==> src/rtl/core/fesg_pkg.sv <==
package fesg_pkg;

    // Default build values
    localparam int TICK_US_DEF      = 20000;
    localparam int CORDIC_STEPS_DEF = 16;
    localparam int PHASE_BITS_DEF   = 32;

    // Field and datapath widths
    localparam int MUL_W      = 32;
    localparam int PROD_W     = 2 * MUL_W;
    localparam int CS_W       = 32;
    localparam int RATE_W     = 21;
    localparam int AMP_W      = 24;
    localparam int ALT_W      = 24;
    localparam int HDG_W      = 19;
    localparam int THR_W      = 16;
    localparam int CNT_W      = 16;
    localparam int TICKS_W    = 8;
    localparam int POS_W      = 25;
    localparam int VEL_W      = 29;
    localparam int CFG_IDX_W  = 3;
    localparam int CFG_DATA_W = 24;
    localparam int RND_W      = PROD_W - 30;
    localparam int ANGLE_N    = 24;
    localparam int ANGLE_IDX_W = 5;

    // 2^48 / (2*pi*1e6): rad/s * us into 2^-48 turn
    localparam int K48_W = 26;
    localparam logic [K48_W-1:0] K48 = 26'd44798134;
    localparam int LO_SH = 20;

    // CORDIC start value, 0.60725293 in Q2.30
    localparam logic signed [CS_W-1:0] CORDIC_GAIN = 32'sd652032874;

    // Output clamp limits
    localparam logic signed [RND_W-1:0] POSX_LIM = 34'sd16777215;
    localparam logic signed [RND_W-1:0] POSY_LIM = 34'sd8388608;
    localparam logic signed [RND_W-1:0] VEL_LIM  = 34'sd167772160;

    // Register reset values
    localparam logic [AMP_W-1:0]         AMP_RST  = 24'd327680;
    localparam logic signed [RATE_W-1:0] RATE_RST = 21'sd32768;
    localparam logic signed [ALT_W-1:0]  ALT_RST  = -24'sd327680;
    localparam logic signed [HDG_W-1:0]  HDG_RST  = 19'sd0;
    localparam logic [THR_W-1:0]         THR_RST  = 16'd50;

    typedef enum logic [CFG_IDX_W-1:0] {
        CFG_AMPLITUDE     = 3'd0,
        CFG_ANGULAR_RATE  = 3'd1,
        CFG_ALTITUDE      = 3'd2,
        CFG_HEADING       = 3'd3,
        CFG_ARM_THRESHOLD = 3'd4
    } t_cfg_idx;

    typedef enum logic [4:0] {
        ST_IDLE,
        ST_RATE,
        ST_HI,
        ST_LO,
        ST_SUM,
        ST_RND,
        ST_STEP,
        ST_PHASE,
        ST_TRIG,
        ST_WAIT,
        ST_AW,
        ST_SC,
        ST_CC,
        ST_SS,
        ST_PX,
        ST_PY,
        ST_VX,
        ST_VY,
        ST_LAST,
        ST_DONE
    } t_state;

    // atan(2^-i) in units of 2^-32 turn
    function automatic logic [CS_W-1:0] f_atan_turns(input logic [ANGLE_IDX_W-1:0] idx);
        logic [CS_W-1:0] v;
        case (idx)
            5'd0:    v = 32'd536870912;
            5'd1:    v = 32'd316933406;
            5'd2:    v = 32'd167458907;
            5'd3:    v = 32'd85004756;
            5'd4:    v = 32'd42667331;
            5'd5:    v = 32'd21354465;
            5'd6:    v = 32'd10679838;
            5'd7:    v = 32'd5340245;
            5'd8:    v = 32'd2670163;
            5'd9:    v = 32'd1335087;
            5'd10:   v = 32'd667544;
            5'd11:   v = 32'd333772;
            5'd12:   v = 32'd166886;
            5'd13:   v = 32'd83443;
            5'd14:   v = 32'd41722;
            5'd15:   v = 32'd20861;
            5'd16:   v = 32'd10430;
            5'd17:   v = 32'd5215;
            5'd18:   v = 32'd2608;
            5'd19:   v = 32'd1304;
            5'd20:   v = 32'd652;
            5'd21:   v = 32'd326;
            5'd22:   v = 32'd163;
            5'd23:   v = 32'd81;
            default: v = '0;
        endcase
        return v;
    endfunction

endpackage

==> src/rtl/core/fesg_mul.sv <==
module fesg_mul
    import fesg_pkg::*;
(
    input  logic                     i_clk,
    input  logic signed [MUL_W-1:0]  i_a,
    input  logic signed [MUL_W-1:0]  i_b,
    output logic signed [PROD_W-1:0] o_p
);

    logic signed [PROD_W-1:0] r_p;

    always_ff @(posedge i_clk) begin
        r_p <= PROD_W'(i_a) * PROD_W'(i_b);
    end

    assign o_p = r_p;

endmodule

==> config.mk <==
export PLATFORM = sky130hd
export DESIGN_NAME = fesg_mul
export DESIGN_NICKNAME = d
export VERILOG_FILES = /design/src/rtl/core/fesg_pkg.sv /design/src/rtl/core/fesg_mul.sv
export SDC_FILE = /design/constraint.sdc
export NUM_CORES = 2
export LEC_CHECK = 0
export ABC_AREA = 0
export BUFFER_PORTS_ARGS = -buffer_cell sky130_fd_sc_hd__buf_2
export CORE_AREA = 8 8 249 251
export CTS_BUF_LIST = sky130_fd_sc_hd__clkbuf_2 sky130_fd_sc_hd__clkbuf_4 sky130_fd_sc_hd__clkbuf_8
export DETAILED_ROUTE_END_ITERATION = 10
export DIE_AREA = 0 0 257 259
export GPL_TIMING_DRIVEN = 0
export PLACE_DENSITY_LB_ADDON = 0.08
export SETUP_SLACK_MARGIN = 0.15
export SLEW_MARGIN = 10
export SYNTH_ARGS = -nofsm -noshare
export SYNTH_HDL_FRONTEND = slang
export SYNTH_SLANG_ARGS = --single-unit
export TNS_END_PERCENT = 30
==> constraint.sdc <==
create_clock -name i_clk -period 11.34 [get_ports i_clk]
set_input_delay 1.701 -clock i_clk [delete_from_list [all_inputs] [get_ports i_clk]]
set_output_delay 1.701 -clock i_clk [all_outputs]
set_load 0.1 [all_outputs]
==> out/results.txt <==
syn avg cell area -> 9.589 um2
global-route wire length before repair -> 192100 um
CP arrival -> 11060 ps
Cells after Synth -> 3884
Nets -> 5356
CP required -> 11760 ps
total core area -> 58240 um2
Final HPWL DP -> 109500 um
Die Ht -> 259 um
root buffer cell -> clkbuf_8
Peak Freq -> 93.99 MHz
maximum number of pins on one net before global-route repair -> 23
Final min period -> 10640 ps
I/O Pins -> 129
endpoints failing setup -> 0
Max Transition Viols Final -> 0
maximum root-to-sink buffer count -> 2
final hold viol count -> 0
CTS Hold Bufs -> 0
post-route cell area -> 39120 um2
die area -> 66560 um2
HP Class -> primary input to register
Rows -> 89
Post CTS Setup Buffer Count -> 0
Hold Slack -> 1669 ps
P&R area growth vs syn -> 5.040%
CP max stage delay -> 910 ps
clock slew at reported path FFs -> 120 ps
Setup Crit Path Kind -> primary input to register
Die Wd -> 257 um
Mapped Area -> 37240 um2
Overflow after GRT -> 0
CTS tree -> built
drt pass-1 iters -> 6
cell repeated most along the worst path -> fa_1
register area share after synthesis -> 0.03440
via/cell ratio -> 5.801
initial antenna violation count -> 22
Avg WL per Cell -> 26.59 um
layout cells sized above 1 -> 0.04293
DP Area -> 38850 um2
worst-path maximum fanout -> 10
RSZ-0062 raised after global routing -> no
post-synthesis register bit count -> 64
Critical Path End Type -> register
Setup crit start kind -> primary input
Slew HR -> 0.2002
number of global-route vias before repair -> 30126
Syn Nets -> 5215
Total Routing Usage GR -> 0.3977
IO Port Bufs -> 128
GPL Wtd Cong -> 1.065
Tcrit/Tclk final -> 0.9383
measured slew at the worst slew-check pin -> 1200 ps
TritonCTS Buffers -> 9
CP max-delay cell -> fa_1
post_cts resized -> 0
max-capacitance violation count -> 0
CTS Sinks -> 64
Starting Density -> 0.6395
CTS H-tree depth -> 3
predominant post-synthesis flop cell -> dfxtp_1
distinct cell type count after synthesis -> 63
total wire length -> 128000 um
status -> completed
Final TNS setup -> 0 ps
ys async rst share -> 0
number of flops mapped to enable cells by yosys -> 0
vias -> 27928
YS warnings -> 0
max reg flops -> 64
Routed Antenna Nets -> 0
DRC viols -> 0
First DRT Iteration DRCs -> 2547
==> Yosys cell counts (all sizes together) (5+ instances only) <==
| library cell | count | share of area |
|---|---|---|
| o31ai | 7 | 0.0018 |
| nand2 | 511 | 0.052 |
| ha | 184 | 0.062 |
| or3 | 5 | 0.00087 |
| o21bai | 15 | 0.0030 |
| nor2 | 42 | 0.0042 |
| a21oi | 68 | 0.0091 |
| xor2 | 22 | 0.0052 |
| dfxtp | 64 | 0.034 |
| o21ai | 31 | 0.0044 |
| a211oi | 8 | 0.0024 |
| a21o | 25 | 0.0051 |
| xnor2 | 53 | 0.012 |
| nand2b | 9 | 0.0015 |
| and3 | 9 | 0.0017 |
| inv | 952 | 0.096 |
| buf | 5 | 0.00060 |
| clkbuf | 195 | 0.020 |
| fa | 1082 | 0.58 |
| nor3 | 7 | 0.0011 |
| and2 | 516 | 0.087 |
| nand3 | 15 | 0.0020 |
| nand4 | 7 | 0.0012 |
| a31oi | 13 | 0.0026 |
==> through the flow <==
stage	util	worst slack (ps)	std cells
CTS	0.6710	369.3	4801
floorplan	-	2378	3884
finish	0.6717	700.0	4814
detailed placement	0.6671	-116.8	4785
global route	0.6715	346.5	4809
global placement	0.6671	-104.2	4785
==> layout make-up <==
class	instances	area (um2)
flip-flops and latches	64	1281
well taps	773	967.2
multi-input cells	2668	31640
clock buffers	10	131.4
fillers	4823	19120
inverters	952	3573
plain buffers	200	754.5
diodes	11	27.53
clock inverters	6	92.59
repair buffers	130	655.6
==> cell families after synthesis <==
logic type      share of synthesized area
compound gates                    0.03464
flops                             0.03440
buf+inv                            0.1162
simple gates                       0.1537
xor+xnor                          0.01764
fa+ha+maj                          0.6434
==> critical path: cells and delay by family <==
kind | cells | cell delay (ps)
fa+ha+maj | 9 | 4720
buf+inv | 9 | 2170
compound gates | 6 | 1810
simple gates | 2 | 490
xor+xnor | 1 | 140
==> path summary, 6_finish.rpt <==
kind / cells past startpoint / start / endpoint
min: 2 / i_b[0] / o_p[0]
max: 27 / i_a[31] / o_p[63]
==> cell usage in the layout, fill, tap and decap left out, types with 9 or more instances in the layout <==
master	Yosys	final
ha_1	184	184
a31oi_1	12	12
buf_2	3	131
a21oi_1	68	68
nand2_1	511	511
and2_1	516	516
nor2_1	42	42
a21o_1	23	23
diode_2	0	11
xor2_1	22	22
clkbuf_1	195	195
clkbuf_8	0	9
dfxtp_1	64	64
o21bai_1	15	15
fa_1	1082	1081
o21ai_0	28	28
nand3_1	15	15
xnor2_1	53	53
inv_1	952	952
nand2b_1	9	9
==> per-layer routing <==
metal / vias up / wire (um) / track usage
met2: 1705 / 58310 / 0.6199
met1: 14393 / 45070 / 0.4969
met5: - / 104 / 0
met4: 14 / 10590 / 0.2581
met3: 459 / 13940 / 0.09728
li1: 11357 / - / -
Power is left out: the tool's default activity adds up to more than one toggle a clock period on the data nets, which glitch-free logic cannot reach.
