## src/rtl/core/fesg_pkg.sv

```systemverilog
package fesg_pkg;

    // Default build values
    localparam int TICK_US_DEF      = 20000;
    localparam int CORDIC_STEPS_DEF = 16;
    localparam int PHASE_BITS_DEF   = 32;

    // Field and datapath widths
    localparam int MUL_W      = 32;
    localparam int PROD_W     = 2 * MUL_W;
    localparam int CS_W       = 32;
    localparam int RATE_W     = 21;
    localparam int AMP_W      = 24;
    localparam int ALT_W      = 24;
    localparam int HDG_W      = 19;
    localparam int THR_W      = 16;
    localparam int CNT_W      = 16;
    localparam int TICKS_W    = 8;
    localparam int POS_W      = 25;
    localparam int VEL_W      = 29;
    localparam int CFG_IDX_W  = 3;
    localparam int CFG_DATA_W = 24;
    localparam int RND_W      = PROD_W - 30;
    localparam int ANGLE_N    = 24;
    localparam int ANGLE_IDX_W = 5;

    // 2^48 / (2*pi*1e6): rad/s * us into 2^-48 turn
    localparam int K48_W = 26;
    localparam logic [K48_W-1:0] K48 = 26'd44798134;
    localparam int LO_SH = 20;

    // CORDIC start value, 0.60725293 in Q2.30
    localparam logic signed [CS_W-1:0] CORDIC_GAIN = 32'sd652032874;

    // Output clamp limits
    localparam logic signed [RND_W-1:0] POSX_LIM = 34'sd16777215;
    localparam logic signed [RND_W-1:0] POSY_LIM = 34'sd8388608;
    localparam logic signed [RND_W-1:0] VEL_LIM  = 34'sd167772160;

    // Register reset values
    localparam logic [AMP_W-1:0]         AMP_RST  = 24'd327680;
    localparam logic signed [RATE_W-1:0] RATE_RST = 21'sd32768;
    localparam logic signed [ALT_W-1:0]  ALT_RST  = -24'sd327680;
    localparam logic signed [HDG_W-1:0]  HDG_RST  = 19'sd0;
    localparam logic [THR_W-1:0]         THR_RST  = 16'd50;

    typedef enum logic [CFG_IDX_W-1:0] {
        CFG_AMPLITUDE     = 3'd0,
        CFG_ANGULAR_RATE  = 3'd1,
        CFG_ALTITUDE      = 3'd2,
        CFG_HEADING       = 3'd3,
        CFG_ARM_THRESHOLD = 3'd4
    } t_cfg_idx;

    typedef enum logic [4:0] {
        ST_IDLE,
        ST_RATE,
        ST_HI,
        ST_LO,
        ST_SUM,
        ST_RND,
        ST_STEP,
        ST_PHASE,
        ST_TRIG,
        ST_WAIT,
        ST_AW,
        ST_SC,
        ST_CC,
        ST_SS,
        ST_PX,
        ST_PY,
        ST_VX,
        ST_VY,
        ST_LAST,
        ST_DONE
    } t_state;

    // atan(2^-i) in units of 2^-32 turn
    function automatic logic [CS_W-1:0] f_atan_turns(input logic [ANGLE_IDX_W-1:0] idx);
        logic [CS_W-1:0] v;
        case (idx)
            5'd0:    v = 32'd536870912;
            5'd1:    v = 32'd316933406;
            5'd2:    v = 32'd167458907;
            5'd3:    v = 32'd85004756;
            5'd4:    v = 32'd42667331;
            5'd5:    v = 32'd21354465;
            5'd6:    v = 32'd10679838;
            5'd7:    v = 32'd5340245;
            5'd8:    v = 32'd2670163;
            5'd9:    v = 32'd1335087;
            5'd10:   v = 32'd667544;
            5'd11:   v = 32'd333772;
            5'd12:   v = 32'd166886;
            5'd13:   v = 32'd83443;
            5'd14:   v = 32'd41722;
            5'd15:   v = 32'd20861;
            5'd16:   v = 32'd10430;
            5'd17:   v = 32'd5215;
            5'd18:   v = 32'd2608;
            5'd19:   v = 32'd1304;
            5'd20:   v = 32'd652;
            5'd21:   v = 32'd326;
            5'd22:   v = 32'd163;
            5'd23:   v = 32'd81;
            default: v = '0;
        endcase
        return v;
    endfunction

endpackage

```

## src/rtl/core/fesg_cordic.sv

```systemverilog
module fesg_cordic
    import fesg_pkg::*;
#(
    parameter int CORDIC_STEPS = CORDIC_STEPS_DEF,
    parameter int PHASE_BITS   = PHASE_BITS_DEF
) (
    input  logic                   i_clk,
    input  logic                   i_rst_n,
    input  logic                   i_start,
    input  logic [PHASE_BITS-1:0]  i_phase,
    output logic                   o_done,
    output logic signed [CS_W-1:0] o_sin,
    output logic signed [CS_W-1:0] o_cos
);

    localparam int STEP_W = $clog2(CORDIC_STEPS);

    logic [CS_W-1:0]        p32;
    logic [CS_W-1:0]        p_bias;
    logic [1:0]             quad;
    logic [CS_W-1:0]        resid;

    logic                   r_busy;
    logic                   r_fin;
    logic                   r_done;
    logic [STEP_W-1:0]      r_step;
    logic [1:0]             r_quad;
    logic signed [CS_W-1:0] r_x;
    logic signed [CS_W-1:0] r_y;
    logic signed [CS_W-1:0] r_z;
    logic signed [CS_W-1:0] r_sin;
    logic signed [CS_W-1:0] r_cos;

    logic signed [CS_W-1:0] n_x;
    logic signed [CS_W-1:0] n_y;
    logic signed [CS_W-1:0] n_z;
    logic signed [CS_W-1:0] sh_x;
    logic signed [CS_W-1:0] sh_y;
    logic signed [CS_W-1:0] ang;
    logic                   last_step;

    // Fold to the nearest quadrant; rotate only the residual
    assign p32    = CS_W'(i_phase) << (CS_W - PHASE_BITS);
    assign p_bias = p32 + 32'h2000_0000;
    assign quad   = p_bias[CS_W-1 -: 2];
    assign resid  = p32 - {quad, {(CS_W-2){1'b0}}};

    assign sh_x      = r_x >>> r_step;
    assign sh_y      = r_y >>> r_step;
    assign ang       = $signed(f_atan_turns(ANGLE_IDX_W'(r_step)));
    assign last_step = (r_step == STEP_W'(CORDIC_STEPS - 1));

    always_comb begin
        if (!r_z[CS_W-1]) begin
            n_x = r_x - sh_y;
            n_y = r_y + sh_x;
            n_z = r_z - ang;
        end else begin
            n_x = r_x + sh_y;
            n_y = r_y - sh_x;
            n_z = r_z + ang;
        end
    end

    always_ff @(posedge i_clk) begin
        if (!i_rst_n) begin
            r_busy <= 1'b0;
            r_fin  <= 1'b0;
            r_done <= 1'b0;
            r_step <= '0;
        end else begin
            r_done <= r_fin;
            r_fin  <= 1'b0;
            if (i_start) begin
                r_busy <= 1'b1;
                r_step <= '0;
            end else if (r_busy) begin
                if (last_step) begin
                    r_busy <= 1'b0;
                    r_fin  <= 1'b1;
                end else begin
                    r_step <= r_step + 1'b1;
                end
            end
        end
    end

    always_ff @(posedge i_clk) begin
        if (i_start) begin
            r_x    <= CORDIC_GAIN;
            r_y    <= '0;
            r_z    <= $signed(resid);
            r_quad <= quad;
        end else if (r_busy) begin
            r_x <= n_x;
            r_y <= n_y;
            r_z <= n_z;
        end
        // Unfold the quadrant after the last rotation
        if (r_fin) begin
            case (r_quad)
                2'd0: begin
                    r_sin <= r_y;
                    r_cos <= r_x;
                end
                2'd1: begin
                    r_sin <= r_x;
                    r_cos <= -r_y;
                end
                2'd2: begin
                    r_sin <= -r_y;
                    r_cos <= -r_x;
                end
                default: begin
                    r_sin <= -r_x;
                    r_cos <= r_y;
                end
            endcase
        end
    end

    assign o_done = r_done;
    assign o_sin  = r_sin;
    assign o_cos  = r_cos;

endmodule

```

## config.mk

```make
export PLATFORM = sky130hd
export DESIGN_NAME = fesg_cordic
export DESIGN_NICKNAME = d
export VERILOG_FILES = /design/src/rtl/core/fesg_pkg.sv /design/src/rtl/core/fesg_cordic.sv
export SDC_FILE = /design/constraint.sdc
export NUM_CORES = 1
export LEC_CHECK = 0
export BUFFER_PORTS_ARGS = -buffer_cell sky130_fd_sc_hd__buf_2
export CAP_MARGIN = 20
export CELL_PAD_IN_SITES_DETAIL_PLACEMENT = 0
export CELL_PAD_IN_SITES_GLOBAL_PLACEMENT = 1
export CORE_ASPECT_RATIO = 0.75
export CORE_UTILIZATION = 25
export DETAILED_ROUTE_END_ITERATION = 16
export PLACE_DENSITY = 0.5
export RECOVER_POWER = 25
export SLEW_MARGIN = 20
export SYNTH_ARGS = -nofsm -noshare
export SYNTH_HDL_FRONTEND = slang
export SYNTH_SLANG_ARGS = --single-unit
export TNS_END_PERCENT = 50
```

## constraint.sdc

```tcl
create_clock -name i_clk -period 8 [get_ports i_clk]
set_input_delay 0.4 -clock i_clk [delete_from_list [all_inputs] [get_ports i_clk]]
set_output_delay 0.4 -clock i_clk [all_outputs]
set_load 0.02 [all_outputs]
```

==> results of run 1 <==
-- per-stage QoR --
step	cells	utilization	power [mW]
floorplan	2431	-	6.285
global placement	3437	0.2692	7.805
detailed placement	3437	0.2692	7.792
CTS	3469	0.2773	8.849
global route	3469	0.2762	9.626
finish	3470	0.2762	8.833
-- area by class of cell --
type,count,share of cell area
diodes,1,0.0001152
clock buffers,18,0.02074
clock inverters,14,0.008643
inverters,62,0.01072
multi-input cells,1992,0.6378
flip-flops and latches,199,0.2292
well taps,1046,0.06027
repair buffers,138,0.03250
-- worst min-delay path: cells and delay by family --
kind	cells	cell delay, ps
buf+inv	1	70
simple gates	1	40
compound gates	1	50
-- registers in the layout, indices dropped and copies added, names as in the netlist --
| register | flops |
|---|---|
| r_y | 32 |
| o_done | 1 |
| o_sin | 32 |
| o_cos | 32 |
| r_busy | 1 |
| r_quad | 2 |
| r_step | 4 |
| r_x | 32 |
| ang | 30 |
| r_fin | 1 |
| r_z | 32 |
-- cells in the final DEF, fill, tap and decap left out, types with 16 or more instances in the layout --
cell type,Yosys,layout
nand2_1,249,249
mux2_2,37,37
a21o_1,51,51
buf_4,0,36
mux2i_1,83,83
ha_1,115,115
and3_1,27,27
o21ai_1,16,16
nand2b_1,34,34
a21oi_1,201,201
buf_2,16,42
nor2_1,269,269
clkbuf_1,121,60
clkbuf_16,0,18
edfxtp_1,98,98
o31ai_1,20,20
o21ai_0,175,175
mux4_2,44,44
a31oi_1,27,27
o21a_1,21,21
inv_1,58,57
xor2_1,106,106
and2_1,19,19
dfxtp_1,101,95
nor3_1,53,53
a211oi_1,17,17
xnor2_1,146,146
nand3_1,40,40
-- cell families after synthesis --
family	synth area share
adder cells (fa/ha/maj)	0.07562
multiplexers	0.1233
flip-flops	0.2505
XOR/XNOR	0.1113
AO/OA/AOI/OAI	0.2061
AND/OR/NAND/NOR	0.1824
buffers and inverters	0.05075
-- power by group --
group | switching, mW | internal, mW | total [mW] | leakage [nW]
Combinational | 3.46 | 2.58 | 6.04 | 6.56
Sequential | 0.488 | 1.33 | 1.81 | 1.75
Clock | 0.529 | 0.449 | 0.979 | 0.308
Total | 4.48 | 4.35 | 8.83 | 8.62
-- layer usage --
layer  vias up  wire length, µm  global-route usage  part of all wire
met3        44             3372             0.02670             0.048
met1      8733            37460              0.2716              0.53
met5         -                0                   0                 0
met2       432            29190              0.2511              0.41
li1       8739                -                   -                 -
met4         0              852             0.03615             0.012
-- worst max path at each step --
stage,startpoint,to,slack [ps]
after floorplan,r_step[3],r_x[31],2210
after global placement,r_step[2],r_y[31],1360
after detailed placement,r_step[2],r_x[31],1160
after CTS,r_step[2],r_x[31],1140
after global routing,r_step[1],r_y[31],500
final,r_step[2],r_y[31],990
==> metrics.yaml, run 1 <==
routing:
  dr.pass1.iters: 5
  drt-total-wl_um: 70880
  vias: 17950
  ant_nets: 0
  first_iter_violations: 1531
  wl_per_cell_um: 20.43
  route.detailed.vias_per_inst: 5.172
  remaining_drc_errors: 0
power_and_ir_drop:
  ir_worst_vdd_mv: 0.1608
  power_density_nw_per_um2: 406.8
  power.leakage_nw: 8.623
sta:
  worstMarginPinSlew_ps: 4082
  holdWs_ps: 148.0
  rsz0062_at_grt: "false"
  hold_viol: 0
  fin_crit_ps: 7007
  slew_headroom: -1.721
  fin_ws_ps: 992.9
  slew_violations: 177
  fin_crit_sh: 0.8759
  max_freq_ghz: 0.1427
  finalSetupTns_ps: 0
  setup_viol: 0
  fin_skew_ps: 16.70
setup_path:
  crit_chain: "clkinv_1 > mux4_2 > o31ai_1 > nand2_1 > nor4b_1 > and2_1 > nor2b_1 > nor2_1 > xnor2_1 > ha_1 > a21oi_1 > o21ai_0 > a2111oi_0 > nand3_1 > and3b_1 > a211oi_1 > nor2_1 > mux2i_1 > mux2_1"
  cp.depth: 19
  slowest_delay_ps: 880
  cp_max_fo: 47
  crit_path_end_kind: "flop"
  arrival_ps: 7410
  cp.buffers_inverters: 1
  r2r_end: "r_y[31]"
  reg2reg_from: "r_step[2]"
  rr_worst_depth: 19
  worstPathRequired_ps: 8400
  slowest_stage: "nor4b_1"
  path_delay_family: "simple AND/OR/NAND/NOR gates"
  r2r_slack_ps: 990
  crit_top_cell: "nor2_1"
  critical_path_class: "flop to flop"
  startpoint_type: "flop"
global_route:
  grt_start_max_net_pins: 94
  track_usage: 0.1756
  grt_pass1_wl_um: 108600
  overflow: 0
  antenna_found_initial: 2
  grt_pass1_vias: 16980
min_path:
  hold_class: "primary input to flop"
  hp-start: "i_phase[11]"
  min_path_cells: 3
  whs_endpoint: "r_z[11]"
cells_and_area:
  areaGrowthSynthToFinish_pct: 9.557
  seqCellArea_um2: 4977
  drive_above_1_share: 0.09327
  n_fill_cell: 8593
  final_cell_area_um2: 21720
  final_net_count: 2563
  multi_input_area_um2: 13850
yosys:
  synth_cell_types: 94
  synth_common_cells: "nor2_1 (269), nand2_1 (249), a21oi_1 (201), o21ai_0 (175), xnor2_1 (146)"
  synth_nets: 2584
  synthFlopType: "dfxtp_1"
  yosysTopAreaCell: "edfxtp_1"
  ys_top_cells_by_area: "edfxtp_1 (15%), dfxtp_1 (10%), ha_1 (7.3%)"
  ys_warn_count: 0
  synth.ff_latch_count: 199
  yosysSeqAreaShare: 0.2505
  yosysMostFrequentCell: "nor2_1"
  synth_top_area_share: 0.1485
  synthArstFlopShare: 0
  postSynthCellCount: 2431
  syn_avg_cell_area_um2: 8.154
  synth_edf_count: 98
  synth_area_um2: 19820
clocking:
  ctsResizeCount: 0
  clkTransAtPathRegs_ps: 100
  insertion_delay_ps: 520
  clockRootBuffer: "clkbuf_16"
  post_cts_buffers: 0
  cts_hold_buf: 0
  cts_buffers: 17
  cts.path.max_buffers: 2
  clock-sinks: 199
  cts.htree.levels: 4
  cts_tree: "yes"
floorplan:
  start_util: 0.2521
  die_w_um: 327.1
  die_h_um: 245.9
  floorplan.rows: 89
  num_io_pins: 100
  die-area_um2: 80430
  core-area_um2: 78620
placed_design:
  dpl.hpwl_um: 54010
  dpl_worst_slack_ps: 1159
  io_buffers: 99
  place_area_um2: 21160
  place_congestion: 0.8806
flow_run:
  drv_cap: 3
status:
  failed_checks: "max-capacitance violations, max-slew violations"
  status: "finished, violations left"
Power figures use the tool's default switching activity.
==> run 2: changes to the inputs <==
--- a/config.mk
+++ b/config.mk
@@ -9,7 +9,6 @@
 export CAP_MARGIN = 20
 export CELL_PAD_IN_SITES_DETAIL_PLACEMENT = 0
 export CELL_PAD_IN_SITES_GLOBAL_PLACEMENT = 1
-export CORE_ASPECT_RATIO = 0.75
 export CORE_UTILIZATION = 25
 export DETAILED_ROUTE_END_ITERATION = 16
 export PLACE_DENSITY = 0.5
==> run 2 against run 1 <==
- the flow still finishes with violations (max-capacitance violations, max-slew violations)
- critical path depth did not move
- clock power shrank 4.7%
- sequential power up 4%
- wire length shrank 3.7%
- hold slack better by 17 ps
- power fell by 1.9%
- first-iteration DRC count decreased by 41%
- final area shrank 0.55%
- final cell count decreased by 0.46%
- non-clock buffer count fell by 10
- clock skew is 1.9 ps higher
- register-to-register slack better by 120 ps
- largest cell class unchanged
- largest power group unchanged
==> metrics.yaml, run 2 (synthesis gave the netlist of run 1 again) <==
status:
  status: "finished, violations left"
  failed_checks: "max-capacitance violations, max-slew violations"
sta:
  fin_crit_sh: 0.8603
  fin_ws_ps: 1117
  rsz0062_at_grt: "false"
  worstMarginPinSlew_ps: 3530
  max_freq_ghz: 0.1453
  setup_viol: 0
  slew_headroom: -1.353
  fin_crit_ps: 6883
  finalSetupTns_ps: 0
  slew_violations: 143
  fin_skew_ps: 18.62
  hold_viol: 0
routing:
  dr.pass1.iters: 6
  first_iter_violations: 908
  vias: 17620
  wl_per_cell_um: 19.76
  remaining_drc_errors: 0
  route.detailed.vias_per_inst: 5.100
  drt-total-wl_um: 68270
  ant_nets: 0
setup_path:
  worstPathRequired_ps: 8390
  cp_max_fo: 71
  arrival_ps: 7270
  reg2reg_from: "r_step[1]"
  rr_worst_depth: 19
  crit_path_end_kind: "flop"
  critical_path_class: "flop to flop"
  r2r_slack_ps: 1120
  crit_start: "r_step[1]"
  startpoint_type: "flop"
  r2r_end: "r_x[31]"
  crit_path_end: "r_x[31]"
global_route:
  grt_pass1_vias: 17560
  antenna_found_initial: 2
  overflow: 0
  grt_start_max_net_pins: 108
  grt_pass1_wl_um: 104400
  track_usage: 0.1671
cells_and_area:
  final_net_count: 2553
  n_fill_cell: 8459
  drive_above_1_share: 0.08579
  final_cell_mix: "nor2_1 (269), nand2_1 (249), a21oi_1 (201), o21ai_0 (175), xnor2_1 (146)"
  final_common_cell: "nor2_1"
  final_cell_area_um2: 21600
  areaGrowthSynthToFinish_pct: 8.957
placed_design:
  place_congestion: 0.8466
  dpl_worst_slack_ps: 1140
  io_buffers: 99
  dpl.hpwl_um: 52400
  place_area_um2: 21080
clocking:
  cts_hold_buf: 0
  clockRootBuffer: "clkbuf_16"
  cts_tree: "yes"
  cts.htree.levels: 4
  insertion_delay_ps: 510
  ctsResizeCount: 0
  cts.path.max_buffers: 2
  cts_buffers: 17
  post_cts_buffers: 0
  clock-sinks: 199
  clkTransAtPathRegs_ps: 90
floorplan:
  floorplan.rows: 102
  die_h_um: 283.6
  core-area_um2: 77980
  num_io_pins: 100
  die-area_um2: 80410
  die_w_um: 283.6
  start_util: 0.2542
power_and_ir_drop:
  power.leakage_nw: 8.536
  ir_worst_vdd_mv: 0.1355
  power_density_nw_per_um2: 401.3
min_path:
  hold_class: "primary input to flop"
  min_path_cells: 3
flow_run:
  drv_cap: 3
==> run 2: layout make-up <==
cell class / instances / area (µm²) / area share
Antenna cell: 1 / 2.502 / 0.0001159
Clock buffer: 17 / 425.4 / 0.01970
Clock inverter: 15 / 183.9 / 0.008516
Inverter: 62 / 232.7 / 0.01078
Multi-Input combinational cell: 1992 / 13850 / 0.6413
Sequential cell: 199 / 4976 / 0.2304
Tap cell: 1040 / 1301 / 0.06025
Timing Repair Buffer: 128 / 624.3 / 0.02891
==> run 2: per-stage QoR <==
stage / power [mW] / utilization / cells / hold slack, ps
4_1_cts: 8.751 / 0.2781 / 3453 / 115.4
2_1_floorplan: 6.285 / - / 2431 / 490.4
6_report: 8.667 / 0.2770 / 3454 / 164.8
3_3_place_gp: 7.759 / 0.2703 / 3421 / 542.9
3_5_place_dp: 7.749 / 0.2703 / 3421 / 548.8
5_1_grt: 9.487 / 0.2769 / 3453 / 151.7
==> run 2: how the worst min path moves through the flow <==
stage               slack, ps       start     end
floorplan                 490      r_y[0]  r_y[0]
global placement          540       r_fin  o_done
detailed placement        550       r_fin  o_done
CTS                       120  i_phase[2]  r_z[2]
global route              150  i_phase[2]  r_z[2]
finish                    160  i_phase[2]  r_z[2]
==> run 2: metal layers <==
metal	GRT usage	part of all wire	up-vias
met1	0.2187	0.47	8476
li1	-	-	8717
met3	0.01881	0.034	58
met2	0.2890	0.48	365
met5	0	0	-
met4	0.04486	0.017	0
==> run 2: worst max-delay path: stages, from the launching register on <==
cell and delay (ps):
dfxtp_4 1000, mux4_2 650, a222oi_1 540, a21o_1 220, ha_1 170, a21boi_0 520
and3_1 320, and3_1 300, a31oi_1 130, xnor2_1 300, ha_1 330, and2_1 230
a221oi_1 230, o21ai_0 160, nand3_1 110, nand3_1 150, o41ai_1 490, o21ai_0 220
mux4_2 310, a2111o_1 340
==> run 2: power breakdown <==
part	switching (mW)	internal, mW
clock network	0.508	0.425
registers	0.552	1.32
logic	3.30	2.56
total	4.36	4.31
